$ cat config.mk
export PLATFORM = sky130hd
export DESIGN_NAME = rbbf_cmd_queue
export DESIGN_NICKNAME = d
export VERILOG_FILES = /design/src/rtl/rbbf_pkg.sv /design/src/rtl/rbbf_cmd_queue.sv
export SDC_FILE = /design/constraint.sdc
export NUM_CORES = 1
export LEC_CHECK = 0
export BUFFER_PORTS_ARGS = -buffer_cell sky130_fd_sc_hd__buf_2
export CORE_MARGIN = 1
export CORE_UTILIZATION = 40
export DETAILED_ROUTE_END_ITERATION = 10
export HOLD_SLACK_MARGIN = 0.15
export PLACE_DENSITY = 0.75
export SLEW_MARGIN = 20
export SYNTH_ARGS = -nofsm -noshare
export SYNTH_HDL_FRONTEND = slang
export SYNTH_SLANG_ARGS = --single-unit
$ cat constraint.sdc
create_clock -name clk -period 3.55 [get_ports clk]
set_clock_uncertainty 0.15 [all_clocks]
set_input_delay 0.71 -clock clk [delete_from_list [all_inputs] [get_ports clk]]
set_output_delay 0.71 -clock clk [all_outputs]
set_load 0.05 [all_outputs]
$ cat src/rtl/rbbf_pkg.sv
// Package for the ring buffer burst FIFO core: field widths, function and
// status codes, and the command type passed from the front end to the back end.
// No dependencies.
`timescale 1ns / 1ps

package rbbf_pkg;

	localparam int FUNC_W    = 2;
	localparam int CNT_W     = 7;
	localparam int DATA_W    = 32;
	localparam int FILL_W    = 10;
	localparam int LEN_CFG_W = 11;
	localparam int STAT_W    = 2;

	localparam int DEPTH_DEF     = 1024;
	localparam int ELEM_BITS_DEF = 32;
	localparam int MAX_BURST_DEF = 64;
	localparam int LEN_RESET     = 1024;

	localparam logic [FUNC_W-1:0] FUNC_WRITE = 2'd0;
	localparam logic [FUNC_W-1:0] FUNC_READ  = 2'd1;
	localparam logic [FUNC_W-1:0] FUNC_QUERY = 2'd2;

	localparam logic [STAT_W-1:0] STAT_OK      = 2'd0;
	localparam logic [STAT_W-1:0] STAT_FULL    = 2'd1;
	localparam logic [STAT_W-1:0] STAT_EMPTY   = 2'd2;
	localparam logic [STAT_W-1:0] STAT_INVALID = 2'd3;

	typedef enum logic [1:0] {
		CMD_WRITE,
		CMD_READ,
		CMD_QUERY,
		CMD_BAD
	} cmd_kind_t;

	typedef struct packed {
		cmd_kind_t         kind;
		logic              count_ok;
		logic [CNT_W-1:0]  count;
		logic [DATA_W-1:0] data;
	} cmd_t;

endpackage

$ cat src/rtl/rbbf_cmd_queue.sv
// Two-entry command queue between the front end and the back end of the
// ring buffer burst FIFO core. Depends on rbbf_pkg.
`timescale 1ns / 1ps

module rbbf_cmd_queue import rbbf_pkg::*; (
	input  logic clk,
	input  logic arst_n,
	input  logic push,
	input  cmd_t cmd_in,
	input  logic pop,
	output cmd_t cmd_out,
	output logic empty,
	output logic full
);

	cmd_t       slot_q [2];
	logic       wr_ptr_q;
	logic       rd_ptr_q;
	logic [1:0] count_q;

	assign empty   = (count_q == 2'd0);
	assign full    = (count_q == 2'd2);
	assign cmd_out = slot_q[rd_ptr_q];

	always_ff @(posedge clk) begin
		if (push) begin
			slot_q[wr_ptr_q] <= cmd_in;
		end
	end

	always_ff @(posedge clk or negedge arst_n) begin
		if (!arst_n) begin
			wr_ptr_q <= 1'b0;
			rd_ptr_q <= 1'b0;
			count_q  <= 2'd0;
		end else begin
			if (push) begin
				wr_ptr_q <= ~wr_ptr_q;
			end
			if (pop) begin
				rd_ptr_q <= ~rd_ptr_q;
			end
			if (push && !pop) begin
				count_q <= count_q + 2'd1;
			end else if (pop && !push) begin
				count_q <= count_q - 2'd1;
			end
		end
	end

endmodule

==> results_dict.tcl, run 1 <==
set metrics [dict create \
    status "finished clean" \
    grt_pass1_vias 1650 \
    ys_types 13 \
    finalPower_mw 3.83 \
    core_um2 8260 \
    critPathArrivalTime_ns 2.08 \
    worstMarginPinSlew_ns 1.02 \
    rows 33 \
    slew_viol_final 0 \
    drv_cap 0 \
    post_cts_buffers 0 \
    grtUsageTotal_pct 12.3 \
    start_kind "flop" \
    clk_pin_slew_ns 0.07 \
    final-hold-violation-count 0 \
    grt_max_degree 43 \
    start_util_pct 41.4 \
    rsz0062_at_grt "false" \
    ctsHoldBuffers 1 \
    required_ns 2.69 \
    synth_edf_count 84 \
    cts_resized 0 \
    port_buffers 89 \
    wirelength_um 5240 \
    clk_path_buf_depth 2 \
    crit_fanout 21 \
    wl_per_cell_um 14.7 \
    drive_gt1_share_pct 59.6 \
    clkSinkCount 88 \
    fin_crit_sh_pct 82.9 \
    drcViolationCount 0 \
    worstHoldStart "count_q[1]$_DFFE_PN0P_" \
    hp-class "flop to flop" \
    grt-ovfl-total 0 \
    yosysWarnings 0 \
    grt_pass1_wl_um 7830 \
    fp.dieW_um 94.5 \
    dp_hpwl_um 3480 \
    synthTopCellsByArea "edfxtp_1 74%, mux2_4 17%, dfrtp_1 2.9%" \
    async_flop_share_pct 4.55 \
    powerDensity_nw_per_um2 922 \
    ant_nets 0 \
    die_h_um 94.5 \
    critPathKind "flop to output port" \
    ios 90 \
    clock_latency_ns 0.33 \
    synth-seq-cells 88 \
    routed_via_density 4.48 \
    synthCells 147 \
    firstDrtPassIters 3 \
    root_buffer "clkbuf_8" \
    ctsHtreeMaxLevel 3 \
    ys_seq_area_share_pct 76.7 \
    cts_buffers 9 \
    syn_avg_cell_area_um2 23.3 \
    die_area_um2 8920 \
    final.setup.tns_ns 0 \
    drt-initial-drc-count 32 \
    setup_viol 0 \
    p_leak_nw 1.69 \
    synth.top_cell.area_share_pct 73.8 \
    netlist_area_um2 3420 \
    period_minus_slack_ns 2.94 \
    synth_area_leader_cell "edfxtp_1" \
    ys.flop_type "edfxtp_1" \
    worstReg2RegStart "wr_ptr_q$_DFFE_PN0P_" \
    num_vias 1595 \
    place_congestion 0.612 \
    synth_nets 194 \
    relSlewSlack_pct 31.9 \
    startpoint "rd_ptr_q$_DFFE_PN0P_" \
    cts_tree "built" \
    critPathCaptureType "output port" \
    grt_antenna_before_repair 1 \
    area_delta_synth_final_pct 21.4 \
    ir_worst_vdd_mv 0.499 \
    num-nets-final 293 \
    fmax_mhz 340 \
]
## cell usage after synthesis, types with 2 or more instances
library cell,number
buf_12,4
dfrtp_1,4
edfxtp_1,84
mux2_2,3
mux2_4,39
nor2_1,2
nor2b_1,2
xor2_1,4
## sequential cells by signal, summed over array words and instances, names as in the netlist
register / cells
count_q: 2
rd_ptr_q: 1
slot_q: 84
wr_ptr_q: 1
## power breakdown
group | internal, mW | total, mW | switching (mW)
Combinational | 0.534 | 1.62 | 1.08
Sequential | 1.38 | 1.51 | 0.128
Clock | 0.387 | 0.698 | 0.311
Total | 2.30 | 3.83 | 1.52
## layer usage
layer  part of all wire (%)  routed length (µm)  track usage (%)
met5                      0                   0                0
met4                    1.7                  89             6.44
met3                    6.3                 332             4.19
met2                     51                2650             21.0
met1                     41                2170             13.6
## layout make-up
cell class	instances	area, µm²
antenna	1	2.50
clock buffer	10	128
clock inverter	5	72.6
fill	704	4110
inverter	1	3.75
multi-input combinational	53	711
sequential	88	2620
tap	105	131
timing repair buffer	93	478
## worst paths after layout
check | cells after the start | slack, ns | endpoint
setup reg to reg | 1 | 1.73 | slot_q[1][3]$_DFFE_PP_
setup / recovery | 3 | 0.61 | cmd_out[35]
hold reg to reg | 1 | 0.36 | count_q[1]$_DFFE_PN0P_
hold / removal | 1 | 0.36 | count_q[1]$_DFFE_PN0P_
min in group asynchronous | 2 | 0.56 | count_q[1]$_DFFE_PN0P_
max in group asynchronous | 2 | 2.56 | rd_ptr_q$_DFFE_PN0P_
## stage by stage
stage          std cells  setup slack, ns  hold slack [ns]  utilization, %  cell area [µm²]
5_1_grt              355            0.489            0.381            50.2             4150
6_report             356            0.605            0.360            50.3             4150
4_1_cts              355            0.529            0.371            50.2             4150
3_5_place_dp         339            0.914            0.354            47.7             3940
3_3_place_gp         339            0.934            0.323            47.7             3940
2_1_floorplan        147            0.369            0.264               -             3420
## critical path, cell delays in order, from the launching register on
cell and delay [ns]:
dfrtp_2 0.81, buf_4 0.37, mux2_2 0.36, buf_2 0.21
## cell usage in the layout (no fill, tap or decap)
| master | netlist | final |
|---|---|---|
| and2_2 | 0 | 1 |
| buf_2 | 0 | 89 |
| buf_4 | 0 | 3 |
| bufinv_16 | 0 | 2 |
| clkbuf_1 | 0 | 1 |
| clkbuf_8 | 0 | 9 |
| clkinv_1 | 0 | 2 |
| clkinv_2 | 0 | 1 |
| dfrtp_1 | 4 | 3 |
| dfrtp_2 | 0 | 1 |
| diode_2 | 0 | 1 |
| dlygate4sd3_1 | 0 | 1 |
| edfxtp_1 | 84 | 84 |
| ha_1 | 1 | 1 |
| inv_1 | 1 | 1 |
| mux2_2 | 3 | 3 |
| mux2_4 | 39 | 39 |
| nor2_1 | 2 | 2 |
| nor2b_1 | 2 | 1 |
| nor2b_4 | 0 | 1 |
| xnor2_1 | 1 | 1 |
| xor2_1 | 4 | 4 |
## cell families after synthesis
family / synth area share, %
buf+inv: 2.78
xor+xnor: 1.28
flops: 76.7
simple gates: 0.769
mux: 18.1
fa+ha+maj: 0.366
(Power assumes the default switching activity.)
==> inputs of run 2 (changes only) <==
ABC_AREA = 1   (was not set)
PLACE_DENSITY = 0.78   (was 0.75)
clock period = 2.41 ns   (was 3.55 ns; I/O delays follow)
==> run 2 against run 1 <==
Against the previous run:
- critical path depth is the same
- cell area rose by 0.69%
- register-to-register slack lost 0.68 ns
- first-iteration DRC count rose by 44%
- cell count grew 2.8%
- via count grew 4.1%
- non-clock buffer count is 3 higher
- routed wire length fell by 1.6%
==> results_dict.tcl, run 2 <==
set metrics [dict create \
    cts_resized 0 \
    grt_antenna_before_repair 0 \
    routed_via_density 4.54 \
    multiInputGateArea_um2 707 \
    intPower_mw 3.31 \
    netlist_area_um2 3440 \
    p_sw_share_pct 40.6 \
    clkSinkCount 88 \
    powerDensity_nw_per_um2 1330 \
    area_delta_synth_final_pct 21.5 \
    worstHoldStart "cmd_in[37]" \
    grt-ovfl-total 0 \
    grt_pass1_wl_um 7890 \
    synth_edf_count 84 \
    grtUsageTotal_pct 12.3 \
    ir_worst_vdd_mv 0.669 \
    fmax_mhz 444 \
    critPathKind "flop to output port" \
    drive_gt1_share_pct 58.2 \
    mostFrequentLayoutCell "buf_2" \
    firstDrtPassIters 4 \
    num-nets-final 305 \
    ys_types 14 \
    dp.cells 350 \
    worstMarginPinSlew_ns 0.325 \
    period_minus_slack_ns 2.25 \
    relSlewSlack_pct 78.4 \
    grt_pass1_vias 1700 \
    fp.dieW_um 94.7 \
    insertedDiodeCount 0 \
    post-route-util_pct 50.6 \
    synth.top_cell.area_share_pct 73.3 \
    final.setup.tns_ns 0 \
    fin_crit_sh_pct 93.4 \
    hp-class "input port to flop" \
    syn_avg_cell_area_um2 22.0 \
    port_buffers 89 \
    post_cts_buffers 0 \
    seqPwrFrac_pct 38.3 \
    synth-seq-cells 88 \
    yosysWarnings 0 \
    synth_area_leader_cell "edfxtp_1" \
    final_cell_mix "89 x buf_2, 84 x edfxtp_1, 39 x mux2_4" \
    drv_cap 0 \
    synthTopCellsByArea "edfxtp_1 73%, mux2_4 17%, dfrtp_1 2.9%" \
    grt_max_degree 44 \
    place_congestion 0.644 \
    reg2reg_to "slot_q[0][24]$_DFFE_PP_" \
    ctsHtreeMaxLevel 3 \
    largest_reg_flops 84 \
    finalPower_mw 5.57 \
    status "finished clean" \
    synthCells 156 \
    start_util_pct 41.7 \
    wirelength_um 5160 \
    start_kind "flop" \
    cts_tree "built" \
    stdcell_count 366 \
    num_vias 1660 \
    crit_fanout 43 \
    nFillCells 699 \
    ys_seq_area_share_pct 76.2 \
    synth.top_cells.by_count "84 x edfxtp_1, 39 x mux2_4, 7 x inv_1, 5 x nand2_1" \
    clk_path_buf_depth 2 \
    rrSetupSlack_ns 1.05 \
    root_buffer "clkbuf_8" \
    register_area_um2 2620 \
    p_switching_mw 2.26 \
    rsz0062_at_grt "false" \
    required_ns 1.78 \
    ios 90 \
    wl_per_cell_um 14.1 \
    clk_pin_slew_ns 0.08 \
    synth_nets 203 \
    critPathArrivalTime_ns 1.62 \
    rows 33 \
    final-hold-violation-count 0 \
    worstReg2RegStart "wr_ptr_q$_DFFE_PN0P_" \
    pwr-share-clk_pct 16.7 \
    critPathCaptureType "output port" \
    largest-register "slot_q" \
    p_leak_nw 1.72 \
    ys.flop_type "edfxtp_1" \
    cts_buffers 9 \
    slew_viol_final 0 \
    ant_nets 0 \
    async_flop_share_pct 4.55 \
    clock_latency_ns 0.33 \
    die_area_um2 8970 \
    drt-initial-drc-count 46 \
    reg.largest.list "slot_q (84), count_q (2)" \
    core_um2 8260 \
    yosysMostFrequentCell "edfxtp_1" \
    reg2reg_depth 2 \
    drcViolationCount 0 \
    p_comb_share_pct 45.0 \
    whs_endpoint "slot_q[1][37]$_DFFE_PP_" \
    die_h_um 94.7 \
    whs_path_depth 1 \
    setup_viol 0 \
]
-- run 2: cell types whose count changed after synthesis, sizes merged --
cell,delta
xor2,-2
and2,-1
nor2,+1
nor2b,-2
inv,+6
nand2,+5
nand3,+1
nand4,+1
-- run 2: per-layer routing --
| metal | track usage (%) | part of all wire (%) | vias up | wire [µm] |
|---|---|---|---|---|
| li1 | - | - | 793 | - |
| met1 | 13.3 | 40 | 805 | 2070 |
| met2 | 21.6 | 54 | 57 | 2770 |
| met3 | 3.86 | 5.3 | 5 | 276 |
| met4 | 6.06 | 0.85 | 0 | 44 |
| met5 | 0 | 0 | - | 0 |
-- run 2: logic make-up after synthesis --
family | Yosys count | synth area share (%)
flops | 88 | 76.2
simple gates | 10 | 1.20
mux | 42 | 18.0
buf+inv | 12 | 3.42
fa+ha+maj | 1 | 0.364
xor+xnor | 3 | 0.764
-- run 2: power groups by stage --
stage,Sequential (mW),Combinational [mW],Clock [mW]
after floorplan,2.14,2.21,0
after global placement,2.15,2.52,0
after detailed placement,2.17,2.54,0
after CTS,2.14,2.54,0.967
after global routing,2.16,2.64,1.02
final,2.13,2.51,0.932
-- run 2: cell type report --
type	count	share of cell area, %
Sequential cell	88	62.8
Inverter	7	0.629
Clock buffer	10	3.05
Timing Repair Buffer	96	12.3
Clock inverter	4	1.14
Tap cell	105	3.14
Multi-Input combinational cell	56	16.9
-- run 2: worst max path at each step --
stage | startpoint | endpoint | slack, ns | cells after the start
floorplan | push | slot_q[0][0]$_DFFE_PP_ | 0.25 | 2
global placement | rd_ptr_q$_DFFE_PN0P_ | cmd_out[35] | 0.52 | 3
detailed placement | rd_ptr_q$_DFFE_PN0P_ | cmd_out[35] | 0.52 | 3
CTS | rd_ptr_q$_DFFE_PN0P_ | cmd_out[35] | 0.13 | 3
global route | rd_ptr_q$_DFFE_PN0P_ | cmd_out[35] | 0.1 | 3
finish | rd_ptr_q$_DFFE_PN0P_ | cmd_out[35] | 0.16 | 3
-- run 2: what timing repair did --
action	4_1_cts	5_1_grt
hold endpoints to repair	4	2
setup endpoints to repair	0	0
hold buffers	1	1
-- run 2: per-stage QoR --
step	setup slack, ns	hold slack, ns	cell area [µm²]
2_1_floorplan	0.250	0.0364	3440
3_5_place_dp	0.516	0.142	3980
4_1_cts	0.130	0.154	4170
6_report	0.159	0.177	4180
5_1_grt	0.0966	0.152	4180
3_3_place_gp	0.524	0.140	3980
-- run 2: critical path, stage by stage (launching register included) --
cell and delay, ns:
dfrtp_2 0.37, buf_12 0.29, mux2_2 0.38, buf_2 0.21
==> inputs of run 3 (changes only) <==
ABC_CLOCK_PERIOD_IN_PS = 2410   (was not set)
CORE_UTILIZATION = 47   (was 40)
GPL_ROUTABILITY_DRIVEN = 0   (was not set)
PLACE_DENSITY = 0.87   (was 0.78)
==> run 3 against run 2 <==
Against the previous run:
- first-iteration DRC count rose by 24%
- via count fell by 1.4%
- worst hold slack improved by 0.0022 ns
- critical path depth did not move
- largest cell class unchanged
==> results_dict.tcl, run 3 (synthesized netlist as in run 2, its figures left out) <==
set metrics [dict create \
    fmax_mhz 452 \
    core_um2 6940 \
    grtUsageTotal_pct 14.0 \
    final_cell_area_um2 4170 \
    cp_num_cells 3 \
    p_leak_nw 1.73 \
    cts_buffers 9 \
    mostFrequentLayoutCell "buf_2" \
    status "finished clean" \
    slew_viol_final 0 \
    fin_crit_sh_pct 91.8 \
    post_dp_cell_area_um2 3990 \
    hp-class "input port to flop" \
    grt_antenna_before_repair 1 \
    slowest_delay_ns 0.39 \
    insertedDiodeCount 0 \
    reg2reg_to "slot_q[1][2]$_DFFE_PP_" \
    start_kind "flop" \
    port_buffers 89 \
    root_buffer "clkbuf_8" \
    worstMarginPinSlew_ns 0.346 \
    final-hold-violation-count 0 \
    ctsHtreeMaxLevel 3 \
    relSlewSlack_pct 76.9 \
    largest_reg_flops 84 \
    clk_path_buf_depth 2 \
    routed_via_density 4.58 \
    worstReg2RegStart "wr_ptr_q$_DFFE_PN0P_" \
    critPathCaptureType "output port" \
    drt-initial-drc-count 57 \
    powerDensity_nw_per_um2 1340 \
    ios 90 \
    hold_ws_ns 0.180 \
    reg.largest.list "slot_q (84), count_q (2)" \
    clk_pin_slew_ns 0.08 \
    worstPathCellList "buf_4 > mux2_2 > buf_2" \
    ant_nets 0 \
    drcViolationCount 0 \
    whs_path_depth 1 \
    largest-register "slot_q" \
    crit_slowest_cell "dfrtp_2" \
    cts_tree "built" \
    area_delta_synth_final_pct 21.3 \
    dp_hpwl_um 3410 \
    ir_worst_vdd_mv 0.709 \
    grt_pass1_vias 1663 \
    die_area_um2 7660 \
    wirelength_um 4940 \
    critPathKind "flop to output port" \
    final_cell_mix "89 x buf_2, 84 x edfxtp_1, 39 x mux2_4" \
    crit_family "buffers and inverters" \
    fp.dieW_um 87.5 \
    nFillCells 538 \
    rows 30 \
    drive_gt1_share_pct 58.2 \
    grt_max_degree 30 \
    required_ns 1.78 \
    setup_viol 0 \
    final.setup.tns_ns 0 \
    worstHoldStart "cmd_in[6]" \
    crit_fanout 14 \
    rrSetupSlack_ns 0.91 \
    grt_pass1_wl_um 7620 \
    wl_per_cell_um 13.8 \
    clock_latency_ns 0.34 \
    num-nets-final 304 \
    critPathArrivalTime_ns 1.58 \
    die_h_um 87.5 \
    rsz0062_at_grt "false" \
    firstDrtPassIters 4 \
    cts_resized 0 \
    clkSinkCount 88 \
    start_util_pct 49.5 \
    reg2reg_depth 3 \
    whs_endpoint "slot_q[1][6]$_DFFE_PP_" \
    num_vias 1636 \
    path_buf_inv 2 \
    drv_cap 0 \
    period_minus_slack_ns 2.21 \
    grt-ovfl-total 0 \
]
## run 3: worst max-delay path by stage
stage                               from  slack, ns                     end
floorplan                           push       0.25  slot_q[0][0]$_DFFE_PP_
global placement    rd_ptr_q$_DFFE_PN0P_       0.56             cmd_out[35]
detailed placement  rd_ptr_q$_DFFE_PN0P_       0.55             cmd_out[35]
CTS                 rd_ptr_q$_DFFE_PN0P_       0.17             cmd_out[35]
global route        rd_ptr_q$_DFFE_PN0P_       0.12             cmd_out[35]
finish              rd_ptr_q$_DFFE_PN0P_       0.20             cmd_out[35]
## run 3: where the power goes
| part | internal (mW) | switching, mW | total (mW) |
|---|---|---|---|
| clock network | 0.465 | 0.453 | 0.918 |
| logic | 0.827 | 1.69 | 2.52 |
| registers | 2.03 | 0.103 | 2.14 |
| total | 3.32 | 2.25 | 5.57 |
## run 3: cell type report
type                            instances  area, µm²  share of cell area, %
Sequential cell                        88       2620                   62.9
Multi-Input combinational cell         56        707                   16.9
Timing Repair Buffer                   95        518                   12.4
Clock buffer                           10        128                   3.06
Tap cell                               96        120                   2.88
Clock inverter                          5       48.8                   1.17
Inverter                                7       26.3                  0.630
## run 3: repair_timing
item / 4_1_cts / 5_1_grt
hold buffers: 1 / 0
setup buffers: 0 / 0
endpoints found under the hold margin: 4 / 0
## run 3: per-layer routing
metal / global-route usage (%) / routed length [µm] / up-vias
met2: 23.2 / 2480 / 62
met5: 0 / 11 / -
li1: - / - / 795
met1: 15.5 / 2010 / 765
met3: 5.47 / 340 / 12
met4: 7.60 / 96 / 2
## run 3: stage by stage
| step | total power [mW] | setup WS [ns] | utilization [%] | cells |
|---|---|---|---|---|
| floorplan | 4.35 | 0.250 | - | 156 |
| global route | 5.82 | 0.118 | 60.1 | 357 |
| global placement | 4.67 | 0.561 | 57.4 | 341 |
| CTS | 5.65 | 0.165 | 60.1 | 357 |
| detailed placement | 4.72 | 0.551 | 57.4 | 341 |
| finish | 5.57 | 0.198 | 60.1 | 357 |
